## config.mk

```make
export PLATFORM = sky130hd
export DESIGN_NAME = piecewise_linear_interpolator
export DESIGN_NICKNAME = d
export VERILOG_FILES = /design/src/hdl/pli_pkg.sv /design/src/hdl/piecewise_linear_interpolator.sv
export VERILOG_INCLUDE_DIRS = /design/src /design/src/hdl
export SDC_FILE = /design/constraint.sdc
export NUM_CORES = 2
export LEC_CHECK = 0
export ABC_AREA = 1
export BUFFER_PORTS_ARGS = -buffer_cell sky130_fd_sc_hd__buf_2
export CORE_ASPECT_RATIO = 0.5
export CORE_UTILIZATION = 35
export CTS_BUF_LIST = sky130_fd_sc_hd__clkbuf_4
export CTS_CLUSTER_DIAMETER = 150
export CTS_CLUSTER_SIZE = 24
export DETAILED_ROUTE_END_ITERATION = 10
export GPL_TIMING_DRIVEN = 0
export PLACE_DENSITY = 0.46
export RECOVER_POWER = 50
export REMOVE_ABC_BUFFERS = 1
export SYNTH_ARGS = -nofsm -noshare
export SYNTH_HDL_FRONTEND = slang
export SYNTH_SLANG_ARGS = --single-unit
```

## constraint.sdc

```tcl
create_clock -name i_clk -period 7.6 [get_ports i_clk]
set_input_delay 0.38 -clock i_clk [delete_from_list [all_inputs] [get_ports i_clk]]
set_output_delay 0.38 -clock i_clk [all_outputs]
set_load 0.01 [all_outputs]
```

## src/hdl/assert_macros.svh

```systemverilog
// Assertion helpers used by the interpolator RTL.
`ifndef ASSERT_MACROS_SVH
`define ASSERT_MACROS_SVH

// The consequent must hold in the same cycle as the antecedent.
`define PLI_ASSERT_SAME(lbl, clk, rst_n, ante, cons, msg) \
    lbl: assert property (@(posedge clk) disable iff (!rst_n) (ante) |-> (cons)) \
        else $error(msg);

// The consequent must hold in the cycle after the antecedent.
`define PLI_ASSERT_NEXT(lbl, clk, rst_n, ante, cons, msg) \
    lbl: assert property (@(posedge clk) disable iff (!rst_n) (ante) |=> (cons)) \
        else $error(msg);

`endif

```

## src/hdl/pli_pkg.sv

```systemverilog
package pli_pkg;

    // Fixed field widths of the interface.
    localparam int DATA_W    = 32;
    localparam int CNT_OUT_W = 5;

    // Shared add/subtract unit: 32-bit operands plus sign and carry room.
    localparam int ALU_W     = 34;

    // Product of a 32-bit slope magnitude and a 33-bit offset magnitude.
    localparam int MUL_STEPS = 33;
    localparam int PROD_W    = 66;

    // Final sum of the base ordinate and the scaled product, with headroom.
    localparam int FIN_W     = 67;

    typedef enum logic [1:0] {
        ST_OK   = 2'd0,
        ST_DUP  = 2'd1,
        ST_FULL = 2'd2,
        ST_FEW  = 2'd3
    } t_status;

    typedef enum logic [3:0] {
        S_IDLE,
        S_SEARCH,
        S_SHIFT_PRIME,
        S_SHIFT,
        S_RD_LO,
        S_RD_HI,
        S_DIFF_DY,
        S_DIFF_DX,
        S_DIFF_DQ,
        S_DIV,
        S_SLOPE,
        S_MUL,
        S_FINAL
    } t_state;

endpackage

```

## src/hdl/piecewise_linear_interpolator.sv

```systemverilog
// An evaluate searches for the first breakpoint above the query, then reads the segment,
// divides for the slope and multiplies; an add searches and then shifts the table up;
// a duplicate or full add or an evaluate on fewer than two points ends after the search.
// Throughput: one item at a time; busy is high until the result strobe, and the next start
// is taken in the strobe cycle. The receiver cannot stall the result.
// Reset (synchronous, active low) empties the table; stored breakpoints are not cleared.
`include "assert_macros.svh"

module piecewise_linear_interpolator #(
    parameter int MAX_POINTS = 16,
    parameter int FRAC_BITS  = 16
) (
    input  logic               i_clk,
    input  logic               i_rst_n,
    input  logic               start,
    output logic               busy,
    input  logic               i_cmd,
    input  logic signed [31:0] i_x_value,
    input  logic signed [31:0] i_y_value,
    output logic               o_valid,
    output logic signed [31:0] o_value,
    output logic signed [31:0] o_slope,
    output logic [1:0]         o_status,
    output logic               o_saturated,
    output logic [4:0]         o_point_count
);

    // ------------------------------------------------------------------------------------
    // Sizing. The table index needs IW bits; the count and the search position can reach
    // MAX_POINTS itself, so they get CW bits. The slope dividend is the 33-bit magnitude
    // of dy shifted up by FRAC_BITS, and the divider retires one quotient bit per cycle.
    // ------------------------------------------------------------------------------------
    localparam int IW  = (MAX_POINTS > 1) ? $clog2(MAX_POINTS) : 1;
    localparam int CW  = $clog2(MAX_POINTS + 1);
    localparam int DW  = 33 + FRAC_BITS;
    localparam int SCW = $clog2(DW);
    localparam int DWD = pli_pkg::DATA_W;
    localparam int AW  = pli_pkg::ALU_W;
    localparam int FW  = pli_pkg::FIN_W;
    localparam int PW  = pli_pkg::PROD_W;

    localparam logic [CW-1:0] CNT_MAX = CW'(MAX_POINTS);
    localparam logic [FW-1:0] FIN_MAX = {{(FW - 31){1'b0}}, {31{1'b1}}};
    localparam logic [FW-1:0] FIN_MIN = {{(FW - 31){1'b1}}, {31{1'b0}}};

    // ------------------------------------------------------------------------------------
    // Breakpoint table. Two single-port-write, single-port-read memories with registered
    // read data. Entries are kept in strictly ascending order of x; only entries below the
    // count are ever used.
    // ------------------------------------------------------------------------------------
    logic [DWD-1:0] r_mem_x [MAX_POINTS];
    logic [DWD-1:0] r_mem_y [MAX_POINTS];
    logic [DWD-1:0] r_rd_x;
    logic [DWD-1:0] r_rd_y;

    // Sequencer and control state.
    pli_pkg::t_state r_state;
    pli_pkg::t_state n_state;
    logic            r_valid;
    logic [CW-1:0]   r_count;

    // Item and working registers.
    logic            r_cmd;
    logic [DWD-1:0]  r_x;
    logic [DWD-1:0]  r_y;
    logic [CW-1:0]   r_pos;
    logic            r_dup;
    logic [CW-1:0]   r_k;
    logic [DWD-1:0]  r_xlo;
    logic [DWD-1:0]  r_ylo;
    logic [DWD-1:0]  r_xhi;
    logic            r_dy_neg;
    logic [DWD-1:0]  r_dx;
    logic            r_dq_neg;
    logic [32:0]     r_dq_mag;
    logic [DW-1:0]   r_quo;
    logic [DWD-1:0]  r_rem;
    logic [SCW-1:0]  r_step;
    logic [PW-1:0]   r_acc;
    logic [DWD-1:0]  r_mcand;
    logic [DWD-1:0]  r_slope;
    logic            r_slope_neg;
    logic            r_sat;

    // Result registers.
    logic [DWD-1:0]    r_out_value;
    logic [DWD-1:0]    r_out_slope;
    pli_pkg::t_status  r_out_status;
    logic              r_out_sat;

    // Control outputs of the sequencer.
    logic [IW-1:0]   rd_addr;
    logic            wr_en;
    logic [IW-1:0]   wr_addr;
    logic [DWD-1:0]  wr_x;
    logic [DWD-1:0]  wr_y;
    logic [AW-1:0]   alu_a;
    logic [AW-1:0]   alu_b;
    logic            alu_sub;
    logic            finish;

    // Shared arithmetic unit and the values derived from it.
    logic [AW-1:0]   alu_res;
    logic [AW-1:0]   alu_neg;
    logic [32:0]     alu_mag;
    logic            alu_is_neg;

    logic            accept;
    logic            search_stop;
    logic            is_full;
    logic            too_few;
    logic [CW-1:0]   cnt_m1;
    logic [CW-1:0]   k_m2;
    logic [CW-1:0]   pos_p1;
    logic [CW-1:0]   seg_hi;
    logic [CW-1:0]   seg_lo;
    logic [32:0]     div_shift;
    logic            div_take;
    logic            q_big;
    logic [DWD-1:0]  q_cap;
    logic            slope_clip;
    logic [DWD-1:0]  slope_val;
    logic [DWD-1:0]  mcand_val;
    logic [FW-1:0]   fin_m;
    logic [FW-1:0]   fin_ylo;
    logic [FW-1:0]   fin_term;
    logic [FW-1:0]   fin_sum;
    logic            fin_hi;
    logic            fin_lo;
    logic [CW+4:0]   cnt_wide;

    assign accept = start && !busy;
    assign busy   = (r_state != pli_pkg::S_IDLE);

    // ------------------------------------------------------------------------------------
    // The shared adder/subtractor of the block. It compares during the search, forms dy, dx
    // and the query offset, performs each restoring division step and each shift-and-add
    // multiplication step.
    // ------------------------------------------------------------------------------------
    assign alu_res    = alu_sub ? (alu_a - alu_b) : (alu_a + alu_b);
    assign alu_neg    = -alu_res;
    assign alu_is_neg = alu_res[AW-1];
    assign alu_mag    = alu_is_neg ? alu_neg[32:0] : alu_res[32:0];

    // Search stops at the end of the table or at the first x above the query.
    assign search_stop = (r_pos >= r_count) || alu_is_neg;
    assign is_full     = (r_count >= CNT_MAX);
    assign too_few     = (r_count < CW'(2));
    assign cnt_m1      = r_count - CW'(1);
    assign k_m2        = r_k - CW'(2);
    assign pos_p1      = r_pos + CW'(1);

    // Segment choice: clamp the search position into the range of interior segments, so
    // queries outside the table extrapolate along the first or last segment.
    always_comb begin
        priority if (r_pos == '0) begin
            seg_hi = CW'(1);
        end else if (r_pos >= r_count) begin
            seg_hi = cnt_m1;
        end else begin
            seg_hi = r_pos;
        end
    end
    assign seg_lo = seg_hi - CW'(1);

    // Restoring division: bring down the next dividend bit and try the subtraction.
    assign div_shift = {r_rem, r_quo[DW-1]};
    assign div_take  = !alu_is_neg;

    // The quotient is capped at 2^31; only a positive slope at the cap gets clipped.
    assign q_big      = (r_quo[DW-1:DWD] != '0) || (r_quo[DWD-1] && (r_quo[DWD-2:0] != '0));
    assign q_cap      = q_big ? {1'b1, {(DWD - 1){1'b0}}} : r_quo[DWD-1:0];
    assign slope_clip = !r_dy_neg && q_cap[DWD-1];
    always_comb begin
        priority if (slope_clip) begin
            slope_val = {1'b0, {(DWD - 1){1'b1}}};
        end else if (r_dy_neg) begin
            slope_val = -q_cap;
        end else begin
            slope_val = q_cap;
        end
    end
    assign mcand_val = slope_clip ? {1'b0, {(DWD - 1){1'b1}}} : q_cap;

    // Final sum: base ordinate plus the product scaled down by FRAC_BITS. The scaling
    // acts on the magnitude, so it truncates toward zero before the sign is applied.
    assign fin_m    = FW'(r_acc[PW-1:FRAC_BITS]);
    assign fin_ylo  = {{(FW - DWD){r_ylo[DWD-1]}}, r_ylo};
    assign fin_term = (r_slope_neg != r_dq_neg) ? -fin_m : fin_m;
    assign fin_sum  = fin_ylo + fin_term;
    assign fin_hi   = ($signed(fin_sum) > $signed(FIN_MAX));
    assign fin_lo   = ($signed(fin_sum) < $signed(FIN_MIN));

    // ------------------------------------------------------------------------------------
    // Next-state logic.
    // ------------------------------------------------------------------------------------
    always_comb begin
        n_state = r_state;
        unique case (r_state)
            pli_pkg::S_IDLE: begin
                if (accept) begin
                    n_state = pli_pkg::S_SEARCH;
                end
            end
            pli_pkg::S_SEARCH: begin
                if (search_stop) begin
                    priority if (!r_cmd && (r_dup || is_full)) begin
                        n_state = pli_pkg::S_IDLE;
                    end else if (!r_cmd) begin
                        n_state = pli_pkg::S_SHIFT_PRIME;
                    end else if (too_few) begin
                        n_state = pli_pkg::S_IDLE;
                    end else begin
                        n_state = pli_pkg::S_RD_LO;
                    end
                end
            end
            pli_pkg::S_SHIFT_PRIME: n_state = pli_pkg::S_SHIFT;
            pli_pkg::S_SHIFT: begin
                if (r_k == r_pos) begin
                    n_state = pli_pkg::S_IDLE;
                end
            end
            pli_pkg::S_RD_LO:   n_state = pli_pkg::S_RD_HI;
            pli_pkg::S_RD_HI:   n_state = pli_pkg::S_DIFF_DY;
            pli_pkg::S_DIFF_DY: n_state = pli_pkg::S_DIFF_DX;
            pli_pkg::S_DIFF_DX: n_state = pli_pkg::S_DIFF_DQ;
            pli_pkg::S_DIFF_DQ: n_state = pli_pkg::S_DIV;
            pli_pkg::S_DIV: begin
                if (r_step == '0) begin
                    n_state = pli_pkg::S_SLOPE;
                end
            end
            pli_pkg::S_SLOPE: n_state = pli_pkg::S_MUL;
            pli_pkg::S_MUL: begin
                if (r_step == '0) begin
                    n_state = pli_pkg::S_FINAL;
                end
            end
            pli_pkg::S_FINAL: n_state = pli_pkg::S_IDLE;
            default:          n_state = pli_pkg::S_IDLE;
        endcase
    end

    // ------------------------------------------------------------------------------------
    // Sequencer outputs: memory addresses, write enable and the operands of the shared
    // unit. The search reads one entry ahead so that it compares one entry per cycle; the
    // insertion shift writes the registered read of entry k-1 into entry k while it reads entry k-2.
    // ------------------------------------------------------------------------------------
    always_comb begin
        rd_addr = '0;
        wr_en   = 1'b0;
        wr_addr = r_k[IW-1:0];
        wr_x    = r_rd_x;
        wr_y    = r_rd_y;
        alu_a   = '0;
        alu_b   = '0;
        alu_sub = 1'b1;
        finish  = 1'b0;
        unique case (r_state)
            pli_pkg::S_IDLE: begin
                rd_addr = '0;
            end
            pli_pkg::S_SEARCH: begin
                rd_addr = pos_p1[IW-1:0];
                alu_a   = {{(AW - DWD){r_x[DWD-1]}}, r_x};
                alu_b   = {{(AW - DWD){r_rd_x[DWD-1]}}, r_rd_x};
                finish  = search_stop && ((!r_cmd && (r_dup || is_full)) || (r_cmd && too_few));
            end
            pli_pkg::S_SHIFT_PRIME: begin
                rd_addr = cnt_m1[IW-1:0];
            end
            pli_pkg::S_SHIFT: begin
                rd_addr = k_m2[IW-1:0];
                wr_en   = 1'b1;
                if (r_k == r_pos) begin
                    wr_addr = r_pos[IW-1:0];
                    wr_x    = r_x;
                    wr_y    = r_y;
                    finish  = 1'b1;
                end
            end
            pli_pkg::S_RD_LO: begin
                rd_addr = seg_lo[IW-1:0];
            end
            pli_pkg::S_RD_HI: begin
                rd_addr = seg_hi[IW-1:0];
            end
            pli_pkg::S_DIFF_DY: begin
                alu_a = {{(AW - DWD){r_rd_y[DWD-1]}}, r_rd_y};
                alu_b = {{(AW - DWD){r_ylo[DWD-1]}}, r_ylo};
            end
            pli_pkg::S_DIFF_DX: begin
                alu_a = {{(AW - DWD){r_xhi[DWD-1]}}, r_xhi};
                alu_b = {{(AW - DWD){r_xlo[DWD-1]}}, r_xlo};
            end
            pli_pkg::S_DIFF_DQ: begin
                alu_a = {{(AW - DWD){r_x[DWD-1]}}, r_x};
                alu_b = {{(AW - DWD){r_xlo[DWD-1]}}, r_xlo};
            end
            pli_pkg::S_DIV: begin
                alu_a = {1'b0, div_shift};
                alu_b = {2'b00, r_dx};
            end
            pli_pkg::S_SLOPE: begin
                alu_sub = 1'b0;
            end
            pli_pkg::S_MUL: begin
                alu_sub = 1'b0;
                alu_a   = {1'b0, r_acc[PW-1:33]};
                alu_b   = r_acc[0] ? {2'b00, r_mcand} : '0;
            end
            pli_pkg::S_FINAL: begin
                finish = 1'b1;
            end
            default: begin
                finish = 1'b0;
            end
        endcase
    end

    // ------------------------------------------------------------------------------------
    // Table memories.
    // ------------------------------------------------------------------------------------
    always_ff @(posedge i_clk) begin
        if (wr_en) begin
            r_mem_x[wr_addr] <= wr_x;
            r_mem_y[wr_addr] <= wr_y;
        end
        r_rd_x <= r_mem_x[rd_addr];
        r_rd_y <= r_mem_y[rd_addr];
    end

    // ------------------------------------------------------------------------------------
    // Control registers. The count grows on the last cycle of an insertion, on the same
    // edge that raises the result strobe.
    // ------------------------------------------------------------------------------------
    always_ff @(posedge i_clk) begin
        if (!i_rst_n) begin
            r_state <= pli_pkg::S_IDLE;
            r_valid <= 1'b0;
            r_count <= '0;
        end else begin
            r_state <= n_state;
            r_valid <= finish;
            if ((r_state == pli_pkg::S_SHIFT) && (r_k == r_pos)) begin
                r_count <= r_count + CW'(1);
            end
        end
    end

    // ------------------------------------------------------------------------------------
    // Working and result registers.
    // ------------------------------------------------------------------------------------
    always_ff @(posedge i_clk) begin
        unique case (r_state)
            pli_pkg::S_IDLE: begin
                if (accept) begin
                    r_cmd <= i_cmd;
                    r_x   <= i_x_value;
                    r_y   <= i_y_value;
                    r_pos <= '0;
                    r_dup <= 1'b0;
                end
            end
            pli_pkg::S_SEARCH: begin
                if (!search_stop) begin
                    r_pos <= pos_p1;
                    r_dup <= (alu_res == '0);
                end else begin
                    r_k <= r_count;
                end
                r_out_value <= '0;
                r_out_slope <= '0;
                r_out_sat   <= 1'b0;
                priority if (!r_cmd && r_dup) begin
                    r_out_status <= pli_pkg::ST_DUP;
                end else if (!r_cmd && is_full) begin
                    r_out_status <= pli_pkg::ST_FULL;
                end else begin
                    r_out_status <= pli_pkg::ST_FEW;
                end
            end
            pli_pkg::S_SHIFT_PRIME: begin
                r_k <= r_k;
            end
            pli_pkg::S_SHIFT: begin
                r_k          <= r_k - CW'(1);
                r_out_value  <= '0;
                r_out_slope  <= '0;
                r_out_sat    <= 1'b0;
                r_out_status <= pli_pkg::ST_OK;
            end
            pli_pkg::S_RD_LO: begin
                r_sat <= 1'b0;
            end
            pli_pkg::S_RD_HI: begin
                r_xlo <= r_rd_x;
                r_ylo <= r_rd_y;
            end
            pli_pkg::S_DIFF_DY: begin
                r_xhi    <= r_rd_x;
                r_dy_neg <= alu_is_neg;
                r_quo    <= {alu_mag, {FRAC_BITS{1'b0}}};
            end
            pli_pkg::S_DIFF_DX: begin
                // Breakpoints ascend strictly, so dx is positive and fits 32 bits.
                r_dx <= alu_res[DWD-1:0];
            end
            pli_pkg::S_DIFF_DQ: begin
                r_dq_neg <= alu_is_neg;
                r_dq_mag <= alu_mag;
                r_rem    <= '0;
                r_step   <= SCW'(DW - 1);
            end
            pli_pkg::S_DIV: begin
                r_rem  <= div_take ? alu_res[DWD-1:0] : div_shift[DWD-1:0];
                r_quo  <= {r_quo[DW-2:0], div_take};
                r_step <= r_step - SCW'(1);
            end
            pli_pkg::S_SLOPE: begin
                r_slope     <= slope_val;
                r_slope_neg <= r_dy_neg && (q_cap != '0);
                r_sat       <= slope_clip;
                r_mcand     <= mcand_val;
                r_acc       <= {33'd0, r_dq_mag};
                r_step      <= SCW'(pli_pkg::MUL_STEPS - 1);
            end
            pli_pkg::S_MUL: begin
                r_acc  <= {1'b0, alu_res[32:0], r_acc[32:1]};
                r_step <= r_step - SCW'(1);
            end
            pli_pkg::S_FINAL: begin
                priority if (fin_hi) begin
                    r_out_value <= FIN_MAX[DWD-1:0];
                end else if (fin_lo) begin
                    r_out_value <= FIN_MIN[DWD-1:0];
                end else begin
                    r_out_value <= fin_sum[DWD-1:0];
                end
                r_out_slope  <= r_slope;
                r_out_sat    <= r_sat || fin_hi || fin_lo;
                r_out_status <= pli_pkg::ST_OK;
            end
            default: begin
                r_k <= r_k;
            end
        endcase
    end

    // ------------------------------------------------------------------------------------
    // Result ports. The point count is read straight from the count register, which has
    // already taken its new value when the strobe is high.
    // ------------------------------------------------------------------------------------
    assign cnt_wide      = (CW + 5)'(r_count);
    assign o_valid       = r_valid;
    assign o_value       = $signed(r_out_value);
    assign o_slope       = $signed(r_out_slope);
    assign o_status      = r_out_status;
    assign o_saturated   = r_out_sat;
    assign o_point_count = cnt_wide[pli_pkg::CNT_OUT_W-1:0];

    // ------------------------------------------------------------------------------------
    // Assertions.
    // ------------------------------------------------------------------------------------
    `PLI_ASSERT_SAME(a_strobe_idle, i_clk, i_rst_n, o_valid, !busy, "result strobe while busy")
    `PLI_ASSERT_NEXT(a_start_busy, i_clk, i_rst_n, accept, busy || o_valid, "accepted item lost")
    `PLI_ASSERT_SAME(a_count_max, i_clk, i_rst_n, 1'b1, r_count <= CNT_MAX, "count beyond table")
    `PLI_ASSERT_SAME(a_count_strobe, i_clk, i_rst_n, $past(i_rst_n) && !$stable(r_count), o_valid && (r_out_status == pli_pkg::ST_OK), "count moved without a result")
    `PLI_ASSERT_SAME(a_shift_order, i_clk, i_rst_n, r_state == pli_pkg::S_SHIFT, r_k >= r_pos, "shift passed insert slot")

endmodule
```

==> metrics <==
CP Launch Type register; status finished, final reports clean; WS Path Type reg -> reg; Synth-to-Final Area Change 10.8%; First-pass DRT Iterations 6; Final min period 7.14 ns; Cells after Synth 8101; Layout Cells excl Fill 11300; Critical Path RT 8.75 ns; I/O Buffers 141; CTS H-tree depth 3; Post-Synth Simple-Gate Area 17.6%; adder-cell share of the synthesized area 2.04%; max cap viols 0; pre-CTS WS -1.27 ns; Crit path largest cell delay 0.58 ns; CP most frequent cell nand2_1; Nets 8488; Slew Viols, Final 0; Post-route DRC 0; initial core utilization 35.3%; Root Buffer clkbuf_4; Seq cells post-synth 1621; Slew @ Worst Pin 1.17 ns; headroom to the max-slew limit 20.8%; Critical Path AT 8.29 ns; drt via density 5.06; vias in the first global route 53300; peak fanout along the critical path 86; die outline width 672 µm; CTS Buf Count 78; Post-Syn Area 0.0785 mm²; clock buffer depth 3; sequential element share of the synthesized area 61.1%; Post-synth ARST share 0%; Die Footprint 0.226 mm²; Tcrit/Tclk final 93.9%; CTS tree yes; DRT Wirelength 258000 µm; clk slew on worst S/H paths 0.28 ns; fin util 39.2%; 1st-iter DRT viols 5069; Compound-Gate Fraction of Synth Area 9.75%; Row Count 122; share of layout cells above drive strength 1 7.04%; dominant cell type by area after synthesis edfxtp_1; Achievable Freq 0.140 GHz; count of cell types in the netlist 66; overall overflow remaining after global route 0; Synth Area per Inst 9.69 µm²; share of the synthesized area in the top cell type 59.2%; Die H 337 µm; proportion of synthesized area in mux cells 0.0430%; top_reg_cell synth edfxtp_1; CP Buf/Inv Count 6; initial antenna violation count 30; Clock Latency Late Sink 1.23 ns; cell count after placement 11000; Crit path max-delay family simple AND/OR/NAND/NOR gates; Max stage delay cell, worst path dlygate4sd3_1; top cells by area, synth edfxtp_1 (59%), nand2_1 (9.5%), inv_1 (5.9%); RSZ-0062 raised after global routing yes; skew final 0.151 ns; final setup margin 0.463 ns; CP Capture Type register; Final Setup Violations 0; final hold vios 0; main combinational cell family by area after synthesis simple AND/OR/NAND/NOR gates; DP HPWL 183000 µm; post-synthesis xor/xnor area fraction 1.67%; Ys Warns 0; num ports 142; Clock Sinks 1621; hold crit path type in -> reg; wire per inst 22.8 µm; GRT Overall Usage 22.4%; pin count of the biggest net entering global routing 136; Final Wtd Congestion 0.944; Routed Antenna Nets 0; global-route wire length before repair 371000 µm; number of synthesized flops with an enable pin 1547; vias after detailed routing 57400; Core Area 0.222 mm²
## routing by layer
| metal | track usage [%] | vias up | share of wire, % |
|---|---|---|---|
| met5 | 0 | - | 0.048 |
| met4 | 4.72 | 18 | 2.3 |
| met3 | 2.82 | 243 | 5.6 |
| met2 | 36.1 | 1336 | 45 |
| met1 | 32.4 | 28100 | 47 |
| li1 | - | 27600 | - |
## per-stage QoR
stage	TNS (ns)	hold slack (ns)	instance area (µm²)
finish	0	0.233	87000
floorplan	-945.88	0.426	77000
global placement	-7798.01	0.492	81500
CTS	0	0.116	86900
global route	-0.0115	0.171	87000
detailed placement	-109.05	0.497	84400
## kinds of logic (layout without fill, tap and decap cells)
logic type / after synthesis / after routing
buffers and inverters: 1578 / 1823
adder cells (fa/ha/maj): 127 / 127
XOR/XNOR: 147 / 147
other: 0 / 11
multiplexers: 3 / 3
flip-flops: 1621 / 1621
AND/OR/NAND/NOR: 3327 / 3329
AO/OA/AOI/OAI: 1298 / 1298
## state kept, by name (all words and copies together) (netlist names), 6 cells and up
register	flops
r_xhi	32
r_mem_x	512
r_rd_y	32
r_ylo	32
r_quo	49
r_x	32
o_value	32
r_rem	32
r_dx	32
r_slope	31
r_mcand	32
r_dq_mag	33
o_slope	32
r_mem_y	512
r_xlo	32
r_step	6
r_rd_x	32
r_acc	65
r_y	32
## cell usage after synthesis (33+ instances only)
| library cell | count |
|---|---|
| nor2_1 | 525 |
| xor2_1 | 120 |
| inv_1 | 1231 |
| buf_1 | 33 |
| nand2_1 | 1992 |
| o211ai_1 | 263 |
| a21oi_1 | 416 |
| nor3_1 | 53 |
| edfxtp_1 | 1547 |
| nand4_1 | 75 |
| dfxtp_1 | 74 |
| o21ai_0 | 451 |
| buf_2 | 47 |
| nand3_1 | 595 |
| clkbuf_1 | 224 |
| ha_1 | 125 |
## layout by cell type (no fill, tap or decap), types with 47 or more instances in the layout
master / Yosys / final
a21oi_1: 416 / 415
buf_12: 0 / 55
buf_2: 47 / 132
clkbuf_4: 0 / 125
dfxtp_1: 74 / 72
dlygate4sd3_1: 0 / 135
edfxtp_1: 1547 / 1547
ha_1: 125 / 124
inv_1: 1231 / 1227
nand2_1: 1992 / 1983
nand3_1: 595 / 592
nand4_1: 75 / 75
nor2_1: 525 / 504
nor3_1: 53 / 47
o211ai_1: 263 / 263
o21ai_0: 451 / 419
o21ai_1: 23 / 53
xor2_1: 120 / 120
## area by class of cell
cell class                      count  area, µm²
Clock inverter                     10        118
Fill cell                       22300     135000
Antenna cell                       11       27.5
Multi-Input combinational cell   4904      24800
Sequential cell                  1621      47900
Tap cell                         2976       3720
Inverter                         1249       4730
Clock buffer                      125        938
Timing Repair Buffer              439       4760
## worst reg2reg max path: cells and delay by family (launching register included)
kind	cells	cell delay [ns]
AO/OA/AOI/OAI	6	1.32
XOR/XNOR	1	0.15
flip-flops	1	0.47
adder cells (fa/ha/maj)	3	0.94
buffers and inverters	6	1.33
AND/OR/NAND/NOR	16	2.92
## repair_timing
action	CTS	global route
resized for setup	13	16
pin swaps	2	2
hold buffers	135	0
setup buffers	1	5
hold endpoints to repair	131	0
cloned	2	0
endpoints found under the setup margin	152	114
## worst paths after layout
kind              start    endpoint  slack, ns  cells after the start
max          r_state[2]  r_state[2]       0.46                     32
min               start      r_x[7]       0.23                      4
max reg2reg  r_state[2]  r_state[2]       0.46                     32
min reg2reg   r_rd_x[9]    r_xlo[9]       0.46                      0
Power is left out: the tool's default activity adds up to more than one toggle a clock period on the data nets, which glitch-free logic cannot reach.
